===== config.mk =====
export PLATFORM = sky130hd
export DESIGN_NAME = rbb_back_flat
export DESIGN_NICKNAME = d
export VERILOG_FILES = /design/src/design/rbb_pkg.sv /design/src/design/rbb_if.sv /design/src/design/rbb_back.sv /design/src/flat_wrapper.sv
export SDC_FILE = /design/constraint.sdc
export NUM_CORES = 2
export LEC_CHECK = 0
export BUFFER_PORTS_ARGS = -buffer_cell sky130_fd_sc_hd__buf_2
export CAP_MARGIN = 5
export CORE_ASPECT_RATIO = 1.1
export CORE_MARGIN = 2
export CORE_UTILIZATION = 25
export CTS_BUF_LIST = sky130_fd_sc_hd__clkbuf_16
export CTS_CLUSTER_DIAMETER = 40
export CTS_CLUSTER_SIZE = 10
export DETAILED_ROUTE_END_ITERATION = 10
export GPL_TIMING_DRIVEN = 0
export PLACE_DENSITY = 0.35
export SYNTH_ARGS = -nofsm -noshare
export SYNTH_HDL_FRONTEND = slang
export SYNTH_SLANG_ARGS = --single-unit

===== constraint.sdc =====
create_clock -name i_clk -period 19.1 [get_ports i_clk]
set_input_delay 5.73 -clock i_clk [delete_from_list [all_inputs] [get_ports i_clk]]
set_output_delay 5.73 -clock i_clk [all_outputs]
set_load 0.01 [all_outputs]

===== src/design/rbb_pkg.sv =====
// Package for the region border blur block: constants, types and the reciprocal table.
// No dependencies.
package rbb_pkg;
    localparam int MAX_WIDTH_DEF  = 2048;
    localparam int LABEL_BITS_DEF = 16;
    localparam int MAX_HEIGHT     = 4096;
    localparam int W_CENTRE       = 384;
    localparam int W_ORTHO        = 256;
    localparam int W_DIAG         = 181;

    localparam logic [0:0] REG_WIDTH  = 1'b0;
    localparam logic [0:0] REG_HEIGHT = 1'b1;

    // One classified job handed from the front part to the back part.
    typedef struct packed {
        logic        emit;
        logic [11:0] ox;
        logic [12:0] oy;
        logic        last;
    } t_job;

    // Back part sequence: read the window, test and scale, present.
    typedef enum logic [2:0] {S_IDLE, S_READ, S_SCALE, S_MUL, S_OUT} t_bstate;

    function automatic logic [15:0] f_recip(input logic [3:0] cells);
        logic [15:0] r;
        begin
            case (cells)
                4'd4:    r = 16'd15578;
                4'd6:    r = 16'd11081;
                4'd9:    r = 16'd7869;
                default: r = 16'd0;
            endcase
            return r;
        end
    endfunction
endpackage


===== src/design/rbb_if.sv =====


interface rbb_out_if;
    logic       valid;
    logic       ready;
    logic [7:0] red_out;
    logic [7:0] green_out;
    logic [7:0] blue_out;
    logic       border_flag;
    logic       frame_last;
    modport source(output valid, red_out, green_out, blue_out, border_flag, frame_last,
                   input ready);
    modport sink(input valid, red_out, green_out, blue_out, border_flag, frame_last,
                 output ready);
endinterface



===== src/design/rbb_back.sv =====
// Back part: walks the 3x3 window of one job over nine memory reads, then
// accumulates, scales and outputs. Depends on rbb_pkg.
module rbb_back #(
    parameter int MAX_WIDTH  = rbb_pkg::MAX_WIDTH_DEF,
    parameter int LABEL_BITS = rbb_pkg::LABEL_BITS_DEF,
    localparam int AW = $clog2(MAX_WIDTH)
) (
    input  logic                  i_clk,
    input  logic                  i_rst_n,
    input  logic                  i_job_valid,
    output logic                  o_job_ready,
    input  rbb_pkg::t_job         i_job,
    input  logic [11:0]           i_width,
    input  logic [12:0]           i_height,
    // memory read port
    output logic [1:0]            o_rd_row,
    output logic [AW-1:0]         o_rd_col,
    input  logic [23:0]           i_rd_rgb,
    input  logic [LABEL_BITS-1:0] i_rd_lab,
    output logic                  o_busy,
    rbb_out_if.source             out_ch
);
    rbb_pkg::t_bstate r_state, n_state;

    rbb_pkg::t_job r_job;
    logic [3:0]  r_k;        // window cell being addressed
    logic [3:0]  r_kd;       // cell whose data returns this cycle
    logic        r_dv;       // read data valid
    logic        r_din;      // returned cell in frame
    logic [19:0] r_acc [3];
    logic [3:0]  r_cells;
    logic [23:0] r_crgb;
    logic [LABEL_BITS-1:0] r_clab;
    logic [LABEL_BITS-1:0] r_labs [9];
    logic [8:0]  r_lin;
    logic [1:0]  r_ch;
    logic [35:0] r_prod;
    logic [7:0]  r_res [3];
    logic        r_border;

    logic signed [14:0] y_s;
    logic signed [13:0] x_s;
    logic               in_frame;
    logic [8:0]         wt;
    logic [1:0]         ky;
    logic [1:0]         kx;
    logic               border_any;

    always_comb begin
        // row and column offset of the addressed cell
        case (r_k)
            4'd0: begin ky = 2'd0; kx = 2'd0; end
            4'd1: begin ky = 2'd0; kx = 2'd1; end
            4'd2: begin ky = 2'd0; kx = 2'd2; end
            4'd3: begin ky = 2'd1; kx = 2'd0; end
            4'd4: begin ky = 2'd1; kx = 2'd1; end
            4'd5: begin ky = 2'd1; kx = 2'd2; end
            4'd6: begin ky = 2'd2; kx = 2'd0; end
            4'd7: begin ky = 2'd2; kx = 2'd1; end
            default: begin ky = 2'd2; kx = 2'd2; end
        endcase
        y_s = $signed({2'b00, r_job.oy}) + $signed({13'd0, ky}) - 15'sd1;
        x_s = $signed({2'b00, r_job.ox}) + $signed({12'd0, kx}) - 14'sd1;
        in_frame = (y_s >= 0) && (x_s >= 0) && (y_s < $signed({2'b00, i_height}))
                   && (x_s < $signed({2'b00, i_width}));
        o_rd_row = y_s[1:0];
        o_rd_col = x_s[AW-1:0];
        if (r_kd == 4'd4) wt = 9'(rbb_pkg::W_CENTRE);
        else if (r_kd == 4'd1 || r_kd == 4'd3 || r_kd == 4'd5 || r_kd == 4'd7)
            wt = 9'(rbb_pkg::W_ORTHO);
        else wt = 9'(rbb_pkg::W_DIAG);
    end

    always_comb begin
        border_any = 1'b0;
        for (int i = 0; i < 9; i++)
            if (r_lin[i] && r_labs[i] != r_clab) border_any = 1'b1;
    end

    always_ff @(posedge i_clk) begin
        if (!i_rst_n) begin
            r_state <= rbb_pkg::S_IDLE;
            r_dv    <= 1'b0;
        end else begin
            r_state <= n_state;
            r_dv    <= (r_state == rbb_pkg::S_READ) && (r_k != 4'd9);
        end
    end

    always_comb begin
        n_state = r_state;
        case (r_state)
            rbb_pkg::S_IDLE:
                if (i_job_valid) n_state = i_job.emit ? rbb_pkg::S_READ : rbb_pkg::S_IDLE;
            rbb_pkg::S_READ:  if (r_k == 4'd9 && !r_dv) n_state = rbb_pkg::S_SCALE;
            rbb_pkg::S_SCALE: n_state = rbb_pkg::S_MUL;
            rbb_pkg::S_MUL:   if (r_ch == 2'd2) n_state = rbb_pkg::S_OUT;
            rbb_pkg::S_OUT:   if (out_ch.ready) n_state = rbb_pkg::S_IDLE;
            default: n_state = rbb_pkg::S_IDLE;
        endcase
    end

    assign o_job_ready = (r_state == rbb_pkg::S_IDLE);
    assign o_busy      = (r_state != rbb_pkg::S_IDLE);

    always_ff @(posedge i_clk) begin
        if (r_state == rbb_pkg::S_IDLE && i_job_valid) begin
            r_job   <= i_job;
            r_k     <= 4'd0;
            r_cells <= 4'd0;
            r_lin   <= 9'd0;
            for (int c = 0; c < 3; c++) r_acc[c] <= 20'd0;
        end
        if (r_state == rbb_pkg::S_READ) begin
            if (r_k != 4'd9) r_k <= r_k + 4'd1;
            r_kd  <= r_k;
            r_din <= in_frame;
            if (r_dv && r_din) begin
                r_acc[0] <= r_acc[0] + 20'(wt) * 20'(i_rd_rgb[23:16]);
                r_acc[1] <= r_acc[1] + 20'(wt) * 20'(i_rd_rgb[15:8]);
                r_acc[2] <= r_acc[2] + 20'(wt) * 20'(i_rd_rgb[7:0]);
                r_cells  <= r_cells + 4'd1;
                r_labs[r_kd] <= i_rd_lab;
                r_lin[r_kd]  <= 1'b1;
                if (r_kd == 4'd4) begin
                    r_crgb <= i_rd_rgb;
                    r_clab <= i_rd_lab;
                end
            end
        end
        if (r_state == rbb_pkg::S_SCALE) begin
            r_border <= border_any;
            r_ch     <= 2'd0;
            r_prod   <= 36'(r_acc[0]) * 36'(rbb_pkg::f_recip(r_cells));
        end
        if (r_state == rbb_pkg::S_MUL) begin
            r_res[r_ch] <= (r_prod[35:24] > 12'd255) ? 8'd255 : r_prod[31:24];
            r_ch        <= r_ch + 2'd1;
            if (r_ch != 2'd2)
                r_prod <= 36'(r_acc[r_ch + 2'd1]) * 36'(rbb_pkg::f_recip(r_cells));
        end
    end

    assign out_ch.valid       = (r_state == rbb_pkg::S_OUT);
    assign out_ch.red_out     = r_border ? r_res[0] : r_crgb[23:16];
    assign out_ch.green_out   = r_border ? r_res[1] : r_crgb[15:8];
    assign out_ch.blue_out    = r_border ? r_res[2] : r_crgb[7:0];
    assign out_ch.border_flag = r_border;
    assign out_ch.frame_last  = r_job.last;
endmodule


===== src/flat_wrapper.sv =====
// flat-port wrapper written by rule: the top's interface ports become plain ports
module rbb_back_flat 
#(
    parameter int MAX_WIDTH  = rbb_pkg::MAX_WIDTH_DEF,
    parameter int LABEL_BITS = rbb_pkg::LABEL_BITS_DEF,
    localparam int AW = $clog2(MAX_WIDTH)
)
  (i_clk, i_rst_n, i_job_valid, o_job_ready, i_job, i_width, i_height, o_rd_row, o_rd_col, i_rd_rgb, i_rd_lab, o_busy, out_ch_valid, out_ch_red_out, out_ch_green_out, out_ch_blue_out, out_ch_border_flag, out_ch_frame_last, out_ch_ready);
  rbb_out_if out_ch_i ();
  input  logic i_clk;
  input  logic i_rst_n;
  input  logic i_job_valid;
  output logic o_job_ready;
  input  rbb_pkg::t_job i_job;
  input  logic [11:0] i_width;
  input  logic [12:0] i_height;
  output logic [1:0] o_rd_row;
  output logic [AW-1:0] o_rd_col;
  input  logic [23:0] i_rd_rgb;
  input  logic [LABEL_BITS-1:0] i_rd_lab;
  output logic o_busy;
  output wire logic [$bits(out_ch_i.valid)-1:0] out_ch_valid;
  output wire logic [$bits(out_ch_i.red_out)-1:0] out_ch_red_out;
  output wire logic [$bits(out_ch_i.green_out)-1:0] out_ch_green_out;
  output wire logic [$bits(out_ch_i.blue_out)-1:0] out_ch_blue_out;
  output wire logic [$bits(out_ch_i.border_flag)-1:0] out_ch_border_flag;
  output wire logic [$bits(out_ch_i.frame_last)-1:0] out_ch_frame_last;
  input wire logic [$bits(out_ch_i.ready)-1:0] out_ch_ready;
  assign out_ch_valid = out_ch_i.valid;
  assign out_ch_red_out = out_ch_i.red_out;
  assign out_ch_green_out = out_ch_i.green_out;
  assign out_ch_blue_out = out_ch_i.blue_out;
  assign out_ch_border_flag = out_ch_i.border_flag;
  assign out_ch_frame_last = out_ch_i.frame_last;
  assign out_ch_i.ready = out_ch_ready;
  rbb_back #(.MAX_WIDTH(MAX_WIDTH), .LABEL_BITS(LABEL_BITS)) u_core (.i_clk(i_clk), .i_rst_n(i_rst_n), .i_job_valid(i_job_valid), .o_job_ready(o_job_ready), .i_job(i_job), .i_width(i_width), .i_height(i_height), .o_rd_row(o_rd_row), .o_rd_col(o_rd_col), .i_rd_rgb(i_rd_rgb), .i_rd_lab(i_rd_lab), .o_busy(o_busy), .out_ch(out_ch_i));
endmodule

==> flow_summary.ini <==
[route]
drc = 0
dr.pass1.iters = 5
route.vias.total = 25620
routed_via_density = 4.315
routed_wl_um = 124100
ant_nets = 0
wl_per_cell_um = 20.90
drt_iter0_drc = 1245

[clock_network]
worstSkewPairLatency_ns = 0.65
cts_tree = yes
ctsHoldBuffers = 0
cts_sinks = 339
htree_levels = 3
cts-root-buf = clkbuf_16
clk_pin_slew_ns = 0.05
numCtsBuffers = 77
cts_resized = 0
cts_buffer_depth = 3
cts_setup_buffers = 0

[die]
fp-row-count = 150
design.die.area_sq_mm = 0.1559
core-area_sq_mm = 0.1518
ios = 138
die_height_um = 414.0
initial_core_util_pct = 25.16
dieWidth_um = 376.7

[logic_synthesis]
ys.flop_type = edfxtp_1
ys_warn_count = 0
synth_cells = 3665
synth_area_sq_mm = 0.03820
synth.net_count = 4764
yosysTopAreaCellShare_pct = 27.67
synth_area_leader_cell = fa_1
synthTopCellsByArea = fa_1 28%, edfxtp_1 24%, ha_1 16%
syn_avg_cell_area_sq_um = 10.42
synth-seq-area-share_pct = 25.68
ys_types = 73
synth-async-reset-ratio_pct = 0
synth_edf_count = 302
ys_seq_elements = 339

[finish]
nNetsFinal = 4997
area_growth_syn_to_layout_pct = 15.77
design_area_sq_mm = 0.04423
post-route-util_pct = 29.13
drive_above_1_share_pct = 8.260

[sta]
setup-violations-final = 0
fin_setup_tns_ns = 0
rsz0062_at_grt = no
min_period_ns = 10.58
slew_violations = 0
fmax_mhz = 94.50
relSlewSlack_pct = 22.34
finClkSkew_ns = 0.04251
worst_pin_slew_ns = 1.153
finalCritPeriodShare_pct = 55.40
hold_slack_ns = 0.4507
finalHoldViolCount = 0
setup_slack_ns = 8.518

[worst_setup_path]
required_ns = 19.62
crit_slowest_cell = a21oi_1
cp_data_arrival_time_ns = 11.10
cp_common_cell = fa_1
cp_max_fo = 10
start_kind = flip-flop
critPathMaxStageDelay_ns = 0.82
crit_type = flip-flop to flip-flop
r2r_cells = 29
critPathCaptureType = flip-flop

[min_path]
hold_path_class = flip-flop to flip-flop
hold_depth = 1

[power]
p_sw_share_pct = 34.37
switchingPower_w = 0.001135
power_density_mw_per_mm2 = 74.70
peakVddDrop_mv = 0.06452
seq_power_share_pct = 26.8
p_leak_nw = 22.32
power_frac_comb_pct = 33.2
pwr-share-clk_pct = 40.0
p_int_w = 0.002168

[global_route]
grt_max_degree = 38
antenna_found_initial = 1
use_met2_pct = 28.63
overflow = 0
use_met3_pct = 1.665
use_met1_pct = 21.08
grt_use_total_pct = 16.33
grt_pass1_vias = 28180
grt.busiest_layer = met2
grt_pass1_wl_um = 185900

[placed_design]
pre_cts_ws_ns = 8.038
placed_area_sq_mm = 0.04163
post-dp-hpwl_um = 105800
gp_congestion = 0.8654
portBuffers = 137

[outcome]
status = finished, final reports clean

[run]
max_cap_viol_count = 0
==> sequential cells by signal, summed over array words and instances, names as in the netlist, 2 cells and up, named ones only <==
signal / count
u_core.r_state: 3
u_core.r_lin: 9
u_core.r_k: 4
u_core.r_labs: 144
u_core.r_crgb: 24
u_core.r_job: 25
u_core.r_res: 24
u_core.r_prod: 12
u_core.r_kd: 4
u_core.r_clab: 16
u_core.r_acc: 60
u_core.r_cells: 4
u_core.r_ch: 2
==> worst max-delay path: cells and delay by family (launching register included) <==
kind | cells | cell delay (ns)
adders and majority gates | 8 | 3.94
and+or+nand+nor | 4 | 0.75
DFF | 1 | 0.46
AOI/OAI and AO/OA | 7 | 2.91
buffers and inverters | 9 | 2.21
xor gates and xnor gates | 1 | 0.18
==> layer usage <==
layer	up-vias	wire length [um]
li1	12230	-
met4	2	3634
met1	12880	54970
met3	135	3302
met5	-	10
met2	368	62180
==> power groups by stage <==
stage / sequential [W] / clock, W / combinational [W]
after floorplan: 0.000879 / 0 / 0.000802
after global placement: 0.000901 / 0 / 0.00112
after detailed placement: 0.000899 / 0 / 0.00112
after CTS: 0.000886 / 0.00135 / 0.00112
after global routing: 0.000888 / 0.00139 / 0.00127
final: 0.000886 / 0.00132 / 0.00110
==> cells by family (layout without fill, tap and decap cells) <==
group                      count (synthesis)  after routing  synth area share, %
buffers and inverters                    978           1272                9.639
adders and majority gates               1003           1003                43.23
AOI/OAI and AO/OA                        391            391                6.439
DFF                                      339            339                25.68
muxes                                     49             49                1.369
other                                      0              2                    0
and+or+nand+nor                          699            699                8.922
xor gates and xnor gates                 206            206                4.723
==> metrics by stage <==
stage	std cells	total power (W)
detailed placement	5794	0.002014
global route	5935	0.003543
finish	5937	0.003304
global placement	5778	0.002021
CTS	5934	0.003365
floorplan	3665	0.001681
==> synth_stat cells (all sizes together), types with 12 or more instances <==
cell type and n:
o21ai 122, ha 475, clkbuf 64, and2 61, mux2 26, nor3 38, o21a 22, and3 20
nand4 20, a21o 28, nor2b 44, a211oi 12, dfxtp 37, edfxtp 302, nor2 126, nand2 249
inv 901, xor2 174, a21oi 112, xnor2 32, nand2b 28, nand3 31, fa 528, nor4 40
mux2i 23, buf 13
==> final timing paths <==
check / endpoint / slack, ns / from
worst max-delay path: u_core.r_prod[31]$_DFF_P_ / 8.52 / u_core.r_ch[0]$_SDFFCE_PN0P_
worst min-delay path: u_core.r_lin[0]$_DFF_P_ / 0.45 / u_core.r_lin[0]$_DFF_P_
worst max register to register: u_core.r_prod[31]$_DFF_P_ / 8.52 / u_core.r_ch[0]$_SDFFCE_PN0P_
worst min register to register: u_core.r_lin[0]$_DFF_P_ / 0.45 / u_core.r_lin[0]$_DFF_P_
==> area by class of cell <==
type	instances	area, sq um
antenna	2	5.005
buffer	77	300.3
clock buffer	77	1927
clock inverter	63	661.9
fill	15970	107600
inverter	901	3382
multi-input combinational	2348	24750
sequential	339	9809
tap	1976	2472
timing repair buffer	154	915.9
==> cells in the final DEF, fill, tap and decap left out, types with 30 or more instances in the layout <==
cell	n
inv_1	913
fa_1	528
ha_1	475
edfxtp_1	302
nand2_1	248
xor2_1	174
buf_2	140
nor2_1	120
o21ai_0	115
a21oi_1	111
clkbuf_16	77
clkbuf_1	64
and2_1	61
nor2b_1	44
nor4_1	39
dfxtp_1	37
nor3_1	35
xnor2_1	32
nand3_1	30
No activity file was read; power rests on OpenSTA's default activity.
